File: src/sidta_pkg.sv
// ----------------------------------------------------------------------------
// sidta_pkg: shared definitions for the signed integer to ASCII unit
// Widths, character codes, the queue item and the back-end state type.
// ----------------------------------------------------------------------------
package sidta_pkg;

  localparam int VALUE_WIDTH   = 32;
  localparam int INPUT_WIDTH   = 32;
  localparam int IN_TDATA_W    = ((INPUT_WIDTH + 7) / 8) * 8;
  localparam int CHAR_WIDTH    = 6;
  localparam int OUT_TDATA_W   = ((CHAR_WIDTH + 7) / 8) * 8;

  // Decimal digits needed for a magnitude of up to 2^(VALUE_WIDTH-1).
  localparam int DIGITS        = (VALUE_WIDTH * 30103) / 100000 + 1;
  localparam int BCD_WIDTH     = DIGITS * 4;
  localparam int REM_W         = $clog2(DIGITS + 1);

  // The binary to BCD converter takes two magnitude bits per cycle.
  localparam int BITS_PER_STEP = 2;
  localparam int STEPS         = (VALUE_WIDTH + BITS_PER_STEP - 1) / BITS_PER_STEP;
  localparam int SHIFT_WIDTH   = STEPS * BITS_PER_STEP;
  localparam int STEP_W        = (STEPS > 1) ? $clog2(STEPS) : 1;

  localparam int QUEUE_DEPTH   = 2;
  localparam int QPTR_W        = (QUEUE_DEPTH > 1) ? $clog2(QUEUE_DEPTH) : 1;
  localparam int QCNT_W        = $clog2(QUEUE_DEPTH + 1);

  localparam logic [CHAR_WIDTH-1:0] ASCII_ZERO  = CHAR_WIDTH'(48);
  localparam logic [CHAR_WIDTH-1:0] ASCII_MINUS = CHAR_WIDTH'(45);

  typedef struct packed {
    logic                   negative;
    logic [VALUE_WIDTH-1:0] magnitude;
  } sidta_item_t;

  typedef enum logic [1:0] {
    BK_IDLE,
    BK_CONVERT,
    BK_SIGN,
    BK_EMIT
  } back_state_t;

endpackage

File: src/sidta_front.sv
// ----------------------------------------------------------------------------
// sidta_front: input stage
// Accepts a value, splits it into sign and unsigned magnitude and holds the
// result in a register until the queue takes it.
// ----------------------------------------------------------------------------
module sidta_front import sidta_pkg::*; (
  input  logic                  clk,
  input  logic                  rst,
  input  logic                  s_tvalid,
  output logic                  s_tready,
  input  logic [IN_TDATA_W-1:0] s_tdata,
  output logic                  out_valid,
  input  logic                  out_ready,
  output sidta_item_t           out_item
);

  logic [IN_TDATA_W+VALUE_WIDTH-1:0] extended;
  logic [VALUE_WIDTH-1:0]            raw;
  logic                              accept;
  sidta_item_t                       classified;

  always_comb begin
    extended            = {{VALUE_WIDTH{1'b0}}, s_tdata};
    raw                 = extended[VALUE_WIDTH-1:0];
    classified.negative = raw[VALUE_WIDTH-1];
    // Unsigned negation, so the most negative value gives 2^(VALUE_WIDTH-1).
    classified.magnitude = raw[VALUE_WIDTH-1] ? (~raw + VALUE_WIDTH'(1)) : raw;
  end

  assign s_tready = !out_valid || out_ready;
  assign accept   = s_tvalid && s_tready;

  always_ff @(posedge clk) begin
    if (rst) begin
      out_valid <= 1'b0;
    end else if (accept) begin
      out_valid <= 1'b1;
    end else if (out_ready) begin
      out_valid <= 1'b0;
    end
  end

  always_ff @(posedge clk) begin
    if (accept) begin
      out_item <= classified;
    end
  end

endmodule

File: src/sidta_queue.sv
// ----------------------------------------------------------------------------
// sidta_queue: short request queue
// Holds classified requests between the input stage and the converter.
// ----------------------------------------------------------------------------
module sidta_queue import sidta_pkg::*; (
  input  logic        clk,
  input  logic        rst,
  input  logic        in_valid,
  output logic        in_ready,
  input  sidta_item_t in_item,
  output logic        out_valid,
  input  logic        out_ready,
  output sidta_item_t out_item
);

  sidta_item_t         entries [QUEUE_DEPTH];
  logic [QPTR_W-1:0]   wr_ptr;
  logic [QPTR_W-1:0]   rd_ptr;
  logic [QCNT_W-1:0]   count;
  logic                push;
  logic                pop;

  assign in_ready  = count != QCNT_W'(QUEUE_DEPTH);
  assign out_valid = count != QCNT_W'(0);
  assign push      = in_valid && in_ready;
  assign pop       = out_valid && out_ready;
  assign out_item  = entries[rd_ptr];

  always_ff @(posedge clk) begin
    if (rst) begin
      wr_ptr <= '0;
      rd_ptr <= '0;
      count  <= '0;
    end else begin
      if (push) begin
        wr_ptr <= (wr_ptr == QPTR_W'(QUEUE_DEPTH - 1)) ? '0 : wr_ptr + QPTR_W'(1);
      end
      if (pop) begin
        rd_ptr <= (rd_ptr == QPTR_W'(QUEUE_DEPTH - 1)) ? '0 : rd_ptr + QPTR_W'(1);
      end
      if (push && !pop) begin
        count <= count + QCNT_W'(1);
      end else if (pop && !push) begin
        count <= count - QCNT_W'(1);
      end
    end
  end

  always_ff @(posedge clk) begin
    if (push) begin
      entries[wr_ptr] <= in_item;
    end
  end

endmodule

File: src/sidta_back.sv
// ----------------------------------------------------------------------------
// sidta_back: converter and character emitter
// Turns a magnitude into BCD by shift-and-add-3, two bits per cycle, then
// sends the sign and the digits, most significant first, without leading
// zeros.
// ----------------------------------------------------------------------------
module sidta_back import sidta_pkg::*; (
  input  logic                   clk,
  input  logic                   rst,
  input  logic                   q_valid,
  output logic                   q_ready,
  input  sidta_item_t            q_item,
  output logic                   m_tvalid,
  input  logic                   m_tready,
  output logic [OUT_TDATA_W-1:0] m_tdata,
  output logic                   m_tlast
);

  back_state_t              state;
  back_state_t              state_next;
  logic [SHIFT_WIDTH-1:0]   shreg;
  logic [BCD_WIDTH-1:0]     bcd;
  logic [STEP_W-1:0]        step;
  logic [REM_W-1:0]         remaining;
  logic                     negative;
  logic                     started;
  logic [3:0]               top_digit;
  logic                     show;
  logic                     last_digit;
  logic [CHAR_WIDTH-1:0]    character;

  function automatic logic [BCD_WIDTH-1:0] dabble(input logic [BCD_WIDTH-1:0] value,
                                                  input logic            in_bit);
    logic [BCD_WIDTH-1:0] adjusted;
    adjusted = value;
    for (int d = 0; d < DIGITS; d++) begin
      if (adjusted[d*4 +: 4] >= 4'd5) begin
        adjusted[d*4 +: 4] = adjusted[d*4 +: 4] + 4'd3;
      end
    end
    return {adjusted[BCD_WIDTH-2:0], in_bit};
  endfunction

  always_comb begin
    top_digit  = bcd[BCD_WIDTH-1 -: 4];
    last_digit = remaining == REM_W'(1);
    // The final digit is always sent, so zero still prints as '0'.
    show       = started || (top_digit != 4'd0) || last_digit;
  end

  always_comb begin
    state_next = state;
    case (state)
      BK_IDLE: begin
        if (q_valid) state_next = BK_CONVERT;
      end
      BK_CONVERT: begin
        if (step == STEP_W'(STEPS - 1)) state_next = negative ? BK_SIGN : BK_EMIT;
      end
      BK_SIGN: begin
        if (m_tready) state_next = BK_EMIT;
      end
      BK_EMIT: begin
        if (show && m_tready && last_digit) state_next = BK_IDLE;
      end
      default: state_next = BK_IDLE;
    endcase
  end

  always_comb begin
    q_ready   = 1'b0;
    m_tvalid  = 1'b0;
    m_tlast   = 1'b0;
    character = ASCII_ZERO + CHAR_WIDTH'(top_digit);
    case (state)
      BK_IDLE: begin
        q_ready = 1'b1;
      end
      BK_SIGN: begin
        m_tvalid  = 1'b1;
        character = ASCII_MINUS;
      end
      BK_EMIT: begin
        m_tvalid = show;
        m_tlast  = last_digit;
      end
      default: begin
        q_ready = 1'b0;
      end
    endcase
    m_tdata = OUT_TDATA_W'(character);
  end

  always_ff @(posedge clk) begin
    if (rst) begin
      state     <= BK_IDLE;
      step      <= '0;
      remaining <= '0;
      started   <= 1'b0;
    end else begin
      state <= state_next;
      case (state)
        BK_IDLE: begin
          step      <= '0;
          remaining <= REM_W'(DIGITS);
          started   <= 1'b0;
        end
        BK_CONVERT: begin
          step <= step + STEP_W'(1);
        end
        BK_EMIT: begin
          // A leading zero is dropped without waiting for the sink.
          if (!show || m_tready) begin
            remaining <= remaining - REM_W'(1);
            started   <= started | show;
          end
        end
        default: begin
          step <= step;
        end
      endcase
    end
  end

  always_ff @(posedge clk) begin
    case (state)
      BK_IDLE: begin
        if (q_valid) begin
          shreg    <= SHIFT_WIDTH'(q_item.magnitude);
          negative <= q_item.negative;
          bcd      <= '0;
        end
      end
      BK_CONVERT: begin
        bcd   <= dabble(dabble(bcd, shreg[SHIFT_WIDTH-1]), shreg[SHIFT_WIDTH-2]);
        shreg <= {shreg[SHIFT_WIDTH-3:0], 2'b00};
      end
      BK_EMIT: begin
        if (!show || m_tready) begin
          bcd <= {bcd[BCD_WIDTH-5:0], 4'd0};
        end
      end
      default: begin
        bcd <= bcd;
      end
    endcase
  end

endmodule

File: src/signed_int_to_decimal_ascii_unit.sv
// ----------------------------------------------------------------------------
// signed_int_to_decimal_ascii_unit: signed integer to decimal ASCII text
// Each input request carries one two's complement value; the output stream
// carries its decimal characters, most significant first, tlast on the last.
// ----------------------------------------------------------------------------
//
//  Channel   Direction  Payload                          Marker
//  s_*       in         tdata[31:0] value (signed)       -
//  m_*       out        tdata[5:0] character, [7:6] 0    tlast = last character
//
// The converter loads a request and runs the shift-and-add-3 loop (two
// magnitude bits a cycle), then scans the ten BCD digits one a cycle, a
// shown digit waiting while the sink stalls; a negative value gets a minus
// sign first. A two-entry queue lets the input stage take new requests
// while the converter works or the sink stalls. Reset clears control state
// only; there is no clearing pass.
// ----------------------------------------------------------------------------
module signed_int_to_decimal_ascii_unit import sidta_pkg::*; (
  input  logic                   clk,
  input  logic                   rst,
  input  logic                   s_tvalid,
  output logic                   s_tready,
  input  logic [IN_TDATA_W-1:0]  s_tdata,   // [31:0] value
  output logic                   m_tvalid,
  input  logic                   m_tready,
  output logic [OUT_TDATA_W-1:0] m_tdata,   // [5:0] character, [7:6] zero
  output logic                   m_tlast
);

  logic        front_valid;
  logic        front_ready;
  sidta_item_t front_item;
  logic        q_valid;
  logic        q_ready;
  sidta_item_t q_item;

  sidta_front u_front (
    .clk       (clk),
    .rst       (rst),
    .s_tvalid  (s_tvalid),
    .s_tready  (s_tready),
    .s_tdata   (s_tdata),
    .out_valid (front_valid),
    .out_ready (front_ready),
    .out_item  (front_item)
  );

  sidta_queue u_queue (
    .clk       (clk),
    .rst       (rst),
    .in_valid  (front_valid),
    .in_ready  (front_ready),
    .in_item   (front_item),
    .out_valid (q_valid),
    .out_ready (q_ready),
    .out_item  (q_item)
  );

  sidta_back u_back (
    .clk      (clk),
    .rst      (rst),
    .q_valid  (q_valid),
    .q_ready  (q_ready),
    .q_item   (q_item),
    .m_tvalid (m_tvalid),
    .m_tready (m_tready),
    .m_tdata  (m_tdata),
    .m_tlast  (m_tlast)
  );

`ifndef SYNTHESIS
  // Only a minus sign or a decimal digit ever leaves the unit.
  a_char_range: assert property (@(posedge clk) disable iff (rst)
    m_tvalid |-> (m_tdata[CHAR_WIDTH-1:0] == ASCII_MINUS) ||
                 ((m_tdata[CHAR_WIDTH-1:0] >= ASCII_ZERO) &&
                  (m_tdata[CHAR_WIDTH-1:0] <= ASCII_ZERO + CHAR_WIDTH'(9))))
    else $error("output character outside the decimal set");

  // A minus sign is always followed by at least one digit.
  a_sign_not_last: assert property (@(posedge clk) disable iff (rst)
    m_tvalid && (m_tdata[CHAR_WIDTH-1:0] == ASCII_MINUS) |-> !m_tlast)
    else $error("minus sign flagged as last character");

  // The first digit after a minus sign is never zero.
  a_no_leading_zero: assert property (@(posedge clk) disable iff (rst)
    m_tvalid && m_tready && (m_tdata[CHAR_WIDTH-1:0] == ASCII_MINUS)
    |=> !(m_tvalid && (m_tdata[CHAR_WIDTH-1:0] == ASCII_ZERO)))
    else $error("leading zero sent after minus sign");

  // The input stage never holds a request while the queue has room for it.
  a_front_drains: assert property (@(posedge clk) disable iff (rst)
    front_valid && front_ready |=> !front_valid || $past(s_tvalid && s_tready))
    else $error("input stage kept a request the queue accepted");
`endif

endmodule

File: config.mk
export PLATFORM = sky130hd
export DESIGN_NAME = signed_int_to_decimal_ascii_unit
export DESIGN_NICKNAME = d
export VERILOG_FILES = /design/src/sidta_pkg.sv /design/src/sidta_front.sv /design/src/sidta_queue.sv /design/src/sidta_back.sv /design/src/signed_int_to_decimal_ascii_unit.sv
export SDC_FILE = /design/constraint.sdc
export NUM_CORES = 1
export LEC_CHECK = 0
export BUFFER_PORTS_ARGS = -buffer_cell sky130_fd_sc_hd__buf_2
export CORE_ASPECT_RATIO = 1.2
export CORE_MARGIN = 3
export CORE_UTILIZATION = 60
export CTS_CLUSTER_DIAMETER = 60
export DETAILED_ROUTE_END_ITERATION = 16
export PLACE_DENSITY = 0.85
export SYNTH_ARGS = -nofsm -noshare
export SYNTH_HDL_FRONTEND = slang
export SYNTH_SLANG_ARGS = --single-unit
export TNS_END_PERCENT = 100
File: constraint.sdc
create_clock -name clk -period 7.8 [get_ports clk]
set_input_delay 1.56 -clock clk [delete_from_list [all_inputs] [get_ports clk]]
set_output_delay 1.56 -clock clk [all_outputs]
set_load 0.02 [all_outputs]
==> impl_metrics.prom, run 1 <==
# TYPE chip_impl_metric gauge
chip_impl_info{name="cts_tree",value="yes"} 1
chip_impl_metric{name="largest_net_degree_at_the_start_of_global_routing",unit=""} 92
chip_impl_info{name="ys_dominant_reg_cell",value="edfxtp_1"} 1
chip_impl_metric{name="grt_pass1_wl",unit="um"} 31400
chip_impl_metric{name="cell_internal_power",unit="uW"} 2730
chip_impl_metric{name="avgSynthCellArea",unit="um^2"} 11.2
chip_impl_info{name="timing.hold.worst.class",value="reg -> reg"} 1
chip_impl_metric{name="post_synth_inst_count",unit=""} 892
chip_impl_metric{name="dp.final_hpwl",unit="um"} 12400
chip_impl_metric{name="h_tree_level_count",unit=""} 4
chip_impl_metric{name="antenna_cell_count",unit=""} 0
chip_impl_info{name="worst_r2r_endpoint",value="u_back.bcd[13]$_DFFE_PP_"} 1
chip_impl_metric{name="chipWidth",unit="um"} 124
chip_impl_metric{name="count_of_antenna_violating_nets_left_after_detailed_routing",unit=""} 0
chip_impl_metric{name="async_reset_ff_frac",unit=""} 0
chip_impl_metric{name="final-setup-viol-count",unit=""} 0
chip_impl_metric{name="cell_area_power_density",unit="nW/um^2"} 419
chip_impl_metric{name="netSwitchingFraction",unit=""} 0.408
chip_impl_metric{name="initial_antenna_violation_count",unit=""} 0
chip_impl_info{name="yosys.cell_count.top_type",value="edfxtp_1"} 1
chip_impl_metric{name="cp.depth",unit=""} 5
chip_impl_metric{name="synthesis.area",unit="um^2"} 10000
chip_impl_metric{name="dieHeight",unit="um"} 148
chip_impl_info{name="cp-startpoint",value="u_back.state[0]$_SDFFE_PP0P_"} 1
chip_impl_metric{name="layout.nets",unit=""} 997
chip_impl_info{name="min-delay-start",value="u_front.out_item[29]$_DFFE_PP_"} 1
chip_impl_metric{name="tightestPinTransition",unit="ns"} 1.08
chip_impl_info{name="synthDominantAreaCellType",value="edfxtp_1"} 1
chip_impl_metric{name="postCtsSetupRepairBufs",unit=""} 0
chip_impl_metric{name="final-max-slew-violation-count",unit=""} 0
chip_impl_metric{name="cts_inserted_buffers",unit=""} 17
chip_impl_metric{name="synth-seq-cells",unit=""} 189
chip_impl_metric{name="clock_skew",unit="ns"} 0.0122
chip_impl_info{name="worst_path_dominant_cell_family",value="buffers and inverters"} 1
chip_impl_metric{name="globalRoute.totalOverflow",unit=""} 0
chip_impl_metric{name="required_time_reported_for_the_critical_path_endpoint",unit="ns"} 6.24
chip_impl_info{name="unrepaired_setup_endpoints_after_global_routing",value="false"} 1
chip_impl_metric{name="largest_stage_delay_on_the_critical_path",unit="ns"} 0.43
chip_impl_metric{name="drive_above_1_share",unit=""} 0.120
chip_impl_metric{name="vdd_drop_max",unit="mV"} 0.206
chip_impl_metric{name="crit_arrival",unit="ns"} 2.14
chip_impl_metric{name="p_switching",unit="uW"} 1880
chip_impl_metric{name="cts_hold_repair.buffers",unit=""} 0
chip_impl_metric{name="grt_pass1_vias",unit=""} 6775
chip_impl_metric{name="tritoncts_num_sinks",unit=""} 189
chip_impl_metric{name="cts.path.max_buffers",unit=""} 2
chip_impl_info{name="path_class",value="reg -> out"} 1
chip_impl_metric{name="cp_max_fo",unit=""} 35
chip_impl_metric{name="ioPinCount",unit=""} 47
chip_impl_metric{name="synth.distinct_cells",unit=""} 61
chip_impl_metric{name="fillCellCount",unit=""} 1183
chip_impl_metric{name="drv_cap",unit=""} 0
chip_impl_info{name="cp-end-kind",value="output pin"} 1
chip_impl_metric{name="area_share_of_the_largest_cell_type_after_synthesis",unit=""} 0.515
chip_impl_metric{name="yosysWarningCount",unit=""} 0
chip_impl_info{name="synth.top_cells.by_count",value="172 x edfxtp_1, 94 x nand2_1, 88 x o21ai_0"} 1
chip_impl_metric{name="via_to_cell_ratio",unit=""} 6.15
chip_impl_metric{name="drt_iter0_markers",unit=""} 501
chip_impl_metric{name="number_of_cells_on_the_worst_hold_path",unit=""} 0
chip_impl_metric{name="clk_pin_slew",unit="ns"} 0.07
chip_impl_metric{name="core_region_area",unit="um^2"} 16300
chip_impl_metric{name="combPwrFrac",unit=""} 0.421
chip_impl_metric{name="drt_wl_total",unit="um"} 18900
chip_impl_info{name="hold_ep",value="u_queue.entries[1][29]$_DFFE_PP_"} 1
chip_impl_metric{name="timing.reg2reg.worst_path_depth",unit=""} 6
chip_impl_metric{name="clk_latency",unit="ns"} 0.43
chip_impl_info{name="startpoint_type",value="register"} 1
chip_impl_metric{name="layout_worst_path_cycle_share",unit=""} 0.474
chip_impl_metric{name="synth_seq_area_share",unit=""} 0.549
chip_impl_metric{name="hold_violations",unit=""} 0
chip_impl_info{name="crit_chain",value="ha_1 > buf_4 > inv_1 > nor2_1 > buf_2"} 1
chip_impl_metric{name="gp_congestion",unit=""} 0.803
chip_impl_metric{name="placement.io_buffers",unit=""} 43
chip_impl_metric{name="overall_via_count_from_detail_route",unit=""} 7061
chip_impl_metric{name="power_frac_clock",unit=""} 0.183
chip_impl_metric{name="min_period",unit="ns"} 3.70
chip_impl_info{name="cts_root_buf",value="clkbuf_16"} 1
chip_impl_metric{name="fin_tns_setup",unit="ns"} 0
chip_impl_metric{name="drtPass1Iterations",unit=""} 7
chip_impl_metric{name="fin_util",unit=""} 0.673
chip_impl_info{name="cp_slowest_cell",value="dfxtp_1"} 1
chip_impl_metric{name="slew-limit-headroom",unit=""} 0.281
chip_impl_metric{name="wl_per_instance",unit="um"} 16.5
chip_impl_metric{name="start_util",unit=""} 0.614
chip_impl_info{name="outcome",value="finished clean"} 1
chip_impl_metric{name="rrSetupSlack",unit="ns"} 4.62
chip_impl_info{name="cells_taking_the_most_area_after_synthesis",value="edfxtp_1 52%, ha_1 4.7%, o21ai_0 4.4%"} 1
chip_impl_metric{name="cp.buffers_inverters",unit=""} 3
chip_impl_info{name="regToRegStartpoint",value="u_back.state[1]$_SDFFE_PP0P_"} 1
chip_impl_metric{name="number_of_enable_type_register_cells_in_the_synthesized_netlist",unit=""} 172
chip_impl_metric{name="track_usage",unit=""} 0.214
chip_impl_metric{name="clock.fmax",unit="GHz"} 0.270
chip_impl_metric{name="cts_resized",unit=""} 0
chip_impl_metric{name="drc",unit=""} 0
chip_impl_metric{name="sequential_share_of_power",unit=""} 0.397
chip_impl_metric{name="floorplan.rows",unit=""} 51
chip_impl_metric{name="die_area",unit="um^2"} 18300
chip_impl_metric{name="total_leakage_power",unit="uW"} 0.00394
chip_impl_metric{name="area_growth_syn_to_layout",unit="%"} 9.75
-- stage by stage --
step	cell area, um^2	total power, uW	hold WS, ns	worst slack [ns]	cells
after floorplan	10000	3280	0.421	2.86	893
after global placement	10400	3660	0.422	4.28	1116
after detailed placement	10400	3750	0.431	4.21	1116
after CTS	11000	4620	0.448	4.09	1148
after global routing	11000	4950	0.463	3.94	1148
final	11000	4600	0.442	4.10	1148
-- cells in the final DEF (no fill, tap or decap), types with 4 or more instances in the layout --
cell / count
buf_2: 43
or3_1: 9
nor3b_1: 8
nor2b_1: 6
xor2_1: 4
a32oi_1: 17
a21o_1: 10
or2_2: 7
nand4_1: 8
o31ai_1: 17
nand3b_1: 4
o21ai_0: 88
dfxtp_1: 16
o21a_1: 9
a31oi_1: 5
nand3_1: 14
nand2_1: 94
a211o_1: 4
edfxtp_1: 172
o211ai_1: 8
buf_4: 7
nor2_1: 33
nor3_1: 10
and3_1: 6
a211oi_1: 13
xnor2_1: 35
mux2_2: 6
nand2b_1: 19
inv_8: 4
o2111ai_1: 10
or4_1: 7
o311ai_0: 6
o41ai_1: 4
inv_6: 4
or3b_2: 4
ha_1: 37
clkbuf_16: 17
mux2i_1: 37
inv_1: 49
a21oi_1: 31
-- state kept, by name, summed over array words and instances, names as in the netlist, named ones only --
signal	cells
u_back.bcd	40
u_back.negative	1
u_back.remaining	4
u_back.shreg	32
u_back.started	1
u_back.state	2
u_back.step	4
u_front.out_item	33
u_front.out_valid	1
u_queue.count	2
u_queue.entries	66
u_queue.rd_ptr	1
u_queue.wr_ptr	1
-- cell type report --
cell class | instances | area [um^2] | area share
Multi-Input combinational cell | 616 | 4200 | 0.382
Clock buffer | 18 | 429 | 0.0390
Inverter | 49 | 184 | 0.0167
Clock inverter | 14 | 145 | 0.0132
Timing Repair Buffer | 50 | 268 | 0.0243
Tap cell | 212 | 265 | 0.0241
Sequential cell | 189 | 5510 | 0.501
-- worst max path at each step --
| stage | endpoint | slack, ns |
|---|---|---|
| after floorplan | u_back.bcd[0]$_DFFE_PP_ | 2.86 |
| after global placement | u_front.out_item[24]$_DFFE_PP_ | 4.28 |
| after detailed placement | u_front.out_item[21]$_DFFE_PP_ | 4.21 |
| after CTS | m_tlast | 4.09 |
| after global routing | m_tlast | 3.94 |
| final | m_tlast | 4.10 |
-- power groups by stage --
stage / Sequential [uW] / Clock [uW] / Combinational (uW)
6_report: 1830 / 841 / 1940
3_3_place_gp: 1830 / 0 / 1830
2_1_floorplan: 1710 / 0 / 1560
5_1_grt: 1870 / 896 / 2180
4_1_cts: 1820 / 856 / 1940
3_5_place_dp: 1840 / 0 / 1910
-- cell families after synthesis --
family | Yosys count | share of synthesized area
mux | 43 | 0.0437
compound gates | 247 | 0.165
buf+inv | 88 | 0.0341
other cells | 2 | 0.000749
flops | 189 | 0.549
xor+xnor | 39 | 0.0341
fa+ha+maj | 38 | 0.0474
simple gates | 246 | 0.126
-- routing by layer --
layer  global-route usage  share of wire
met4               0.0762          0.017
met5                    0              0
met2                0.377           0.53
met3               0.0364          0.034
met1                0.263           0.41
No activity file was read; power rests on OpenSTA's default activity.
==> run 2: changes to the inputs <==
Settings changed: CORE_UTILIZATION 60 to 56, PLACE_DENSITY 0.85 to 0.84.
Clock period 7.8 ns to 3.35 ns, I/O delays scaled along.
==> impl_metrics.prom, run 2 (same netlist as run 1, synthesis figures left out) <==
# TYPE chip_impl_metric gauge
chip_impl_info{name="outcome",value="finished clean"} 1
chip_impl_info{name="critical_path.most_common_cell",value="ha_1"} 1
chip_impl_metric{name="p_switching",unit="uW"} 4430
chip_impl_metric{name="clock_skew",unit="ns"} 0.0133
chip_impl_metric{name="gp_congestion",unit=""} 0.866
chip_impl_metric{name="required_time_reported_for_the_critical_path_endpoint",unit="ns"} 3.54
chip_impl_metric{name="drtPass1Iterations",unit=""} 5
chip_impl_metric{name="netSwitchingFraction",unit=""} 0.410
chip_impl_metric{name="min_period",unit="ns"} 2.77
chip_impl_metric{name="largest_register_ff_count",unit=""} 66
chip_impl_metric{name="chipWidth",unit="um"} 128
chip_impl_metric{name="h_tree_level_count",unit=""} 4
chip_impl_metric{name="largest_net_degree_at_the_start_of_global_routing",unit=""} 120
chip_impl_metric{name="power_frac_clock",unit=""} 0.190
chip_impl_metric{name="dp.final_hpwl",unit="um"} 12400
chip_impl_metric{name="drt_iter0_markers",unit=""} 564
chip_impl_metric{name="drv_cap",unit=""} 0
chip_impl_metric{name="timing.reg2reg.worst_path_depth",unit=""} 10
chip_impl_metric{name="drive_above_1_share",unit=""} 0.124
chip_impl_metric{name="globalRoute.totalOverflow",unit=""} 0
chip_impl_metric{name="die_area",unit="um^2"} 19500
chip_impl_metric{name="grt_pass1_wl",unit="um"} 32000
chip_impl_info{name="startpoint_type",value="register"} 1
chip_impl_info{name="cp_slowest_cell",value="edfxtp_1"} 1
chip_impl_info{name="crit_chain",value="inv_1 > ha_1 > nor2b_1 > o31ai_1 > or2_2 > ha_1 > a211oi_1 > and3_1 > o21ai_0 > a22o_1"} 1
chip_impl_metric{name="slew-limit-headroom",unit=""} 0.314
chip_impl_metric{name="cts.path.max_buffers",unit=""} 2
chip_impl_metric{name="vdd_drop_max",unit="mV"} 0.475
chip_impl_info{name="cp-end-kind",value="register"} 1
chip_impl_metric{name="power.total",unit="uW"} 10800
chip_impl_metric{name="postCtsSetupRepairBufs",unit=""} 0
chip_impl_metric{name="combPwrFrac",unit=""} 0.418
chip_impl_metric{name="antenna_cell_count",unit=""} 0
chip_impl_info{name="timing.hold.worst.class",value="in -> reg"} 1
chip_impl_metric{name="initial_antenna_violation_count",unit=""} 0
chip_impl_metric{name="placement.io_buffers",unit=""} 43
chip_impl_metric{name="ioPinCount",unit=""} 47
chip_impl_metric{name="cell_area_power_density",unit="nW/um^2"} 976
chip_impl_metric{name="final-setup-viol-count",unit=""} 0
chip_impl_metric{name="cp_max_fo",unit=""} 8
chip_impl_metric{name="cts_inserted_buffers",unit=""} 17
chip_impl_metric{name="area_growth_syn_to_layout",unit="%"} 10.6
chip_impl_metric{name="final-max-slew-violation-count",unit=""} 0
chip_impl_info{name="commonest_non_fill_non_tap_cells_in_the_layout",value="172 x edfxtp_1, 94 x nand2_1, 88 x o21ai_0"} 1
chip_impl_metric{name="grt_pass1_vias",unit=""} 7056
chip_impl_info{name="worst_path_dominant_cell_family",value="simple AND/OR/NAND/NOR gates"} 1
chip_impl_metric{name="cp.buffers_inverters",unit=""} 1
chip_impl_metric{name="largest_stage_delay_on_the_critical_path",unit="ns"} 0.47
chip_impl_metric{name="clock.fmax",unit="GHz"} 0.362
chip_impl_metric{name="tightestPinTransition",unit="ns"} 1.03
chip_impl_metric{name="count_of_antenna_violating_nets_left_after_detailed_routing",unit=""} 0
chip_impl_metric{name="cp.depth",unit=""} 10
chip_impl_metric{name="cts_hold_repair.buffers",unit=""} 0
chip_impl_metric{name="start_util",unit=""} 0.581
chip_impl_metric{name="drc",unit=""} 0
chip_impl_info{name="register_ranked_first_by_flip_flop_count",value="u_queue.entries"} 1
chip_impl_metric{name="drt_wl_total",unit="um"} 19000
chip_impl_info{name="unrepaired_setup_endpoints_after_global_routing",value="false"} 1
chip_impl_metric{name="number_of_cells_on_the_worst_hold_path",unit=""} 1
chip_impl_metric{name="layout_worst_path_cycle_share",unit=""} 0.825
chip_impl_metric{name="clk_pin_slew",unit="ns"} 0.08
chip_impl_metric{name="cell_internal_power",unit="uW"} 6380
chip_impl_metric{name="fin_util",unit=""} 0.643
chip_impl_metric{name="hold_violations",unit=""} 0
chip_impl_metric{name="crit_arrival",unit="ns"} 2.96
chip_impl_metric{name="sequential_share_of_power",unit=""} 0.393
chip_impl_metric{name="dieHeight",unit="um"} 153
chip_impl_metric{name="clk_latency",unit="ns"} 0.44
chip_impl_metric{name="via_to_cell_ratio",unit=""} 6.14
chip_impl_metric{name="fillCellCount",unit=""} 1257
chip_impl_metric{name="track_usage",unit=""} 0.200
chip_impl_metric{name="cts_resized",unit=""} 0
chip_impl_metric{name="overall_via_count_from_detail_route",unit=""} 7086
chip_impl_info{name="layout.cells.most_common",value="edfxtp_1"} 1
chip_impl_metric{name="layout.nets",unit=""} 999
chip_impl_info{name="cts_root_buf",value="clkbuf_16"} 1
chip_impl_metric{name="tritoncts_num_sinks",unit=""} 189
chip_impl_info{name="cts_tree",value="yes"} 1
chip_impl_metric{name="fin_tns_setup",unit="ns"} 0
chip_impl_metric{name="wl_per_instance",unit="um"} 16.4
chip_impl_metric{name="total_leakage_power",unit="uW"} 0.00397
chip_impl_info{name="path_class",value="reg -> reg"} 1
chip_impl_metric{name="core_region_area",unit="um^2"} 17200
chip_impl_metric{name="floorplan.rows",unit=""} 52
chip_impl_info{name="layout_top_registers",value="u_queue.entries (66), u_back.bcd (40), u_front.out_item (33)"} 1
==> run 2: cell type report <==
cell class                      count  area, um^2  share of cell area
Inverter                           49         184              0.0166
Timing Repair Buffer               52         295              0.0266
Multi-Input combinational cell    616        4210               0.380
Sequential cell                   189        5510               0.497
Clock buffer                       17         425              0.0384
Clock inverter                     15         191              0.0173
Tap cell                          216         270              0.0244
==> run 2: power by group through the flow <==
stage / registers, uW / logic [uW] / clock network [uW]
6_report: 4250 / 4520 / 2050
5_1_grt: 4350 / 5110 / 2190
4_1_cts: 4240 / 4510 / 2090
3_5_place_dp: 4280 / 4450 / 0
3_3_place_gp: 4250 / 4290 / 0
2_1_floorplan: 3970 / 3640 / 0
==> run 2: per-layer routing <==
layer | wire (um) | vias to the layer above | GRT usage | share of wire
li1 | - | 3440 | - | -
met1 | 7790 | 3390 | 0.238 | 0.41
met2 | 9850 | 220 | 0.352 | 0.52
met3 | 871 | 36 | 0.0449 | 0.046
met4 | 445 | 0 | 0.0728 | 0.023
met5 | 0 | - | 0 | 0
==> run 2: worst paths after layout <==
check | startpoint | end | slack (ns)
setup / recovery | u_back.bcd[4]$_DFFE_PP_ | u_back.bcd[6]$_DFFE_PP_ | 0.58
hold / removal | s_tdata[0] | u_front.out_item[0]$_DFFE_PP_ | 0.43
setup reg to reg | u_back.bcd[4]$_DFFE_PP_ | u_back.bcd[6]$_DFFE_PP_ | 0.58
hold reg to reg | u_front.out_item[23]$_DFFE_PP_ | u_queue.entries[0][23]$_DFFE_PP_ | 0.45
==> run 2: worst register-to-register path, stage by stage, from the launching register on <==
cell and delay, ns:
edfxtp_1 0.47, inv_1 0.12, ha_1 0.29, nor2b_1 0.27
o31ai_1 0.11, or2_2 0.32, ha_1 0.21, a211oi_1 0.28
and3_1 0.19, o21ai_0 0.07, a22o_1 0.20
==> run 2: per-stage QoR <==
stage | std cells | setup WS (ns) | hold slack (ns) | area (um^2)
finish | 1154 | 0.585 | 0.432 | 11100
global route | 1154 | 0.421 | 0.414 | 11100
CTS | 1154 | 0.627 | 0.412 | 11100
detailed placement | 1122 | 0.601 | 0.431 | 10500
global placement | 1122 | 0.732 | 0.425 | 10500
floorplan | 893 | 0.0788 | 0.421 | 10000
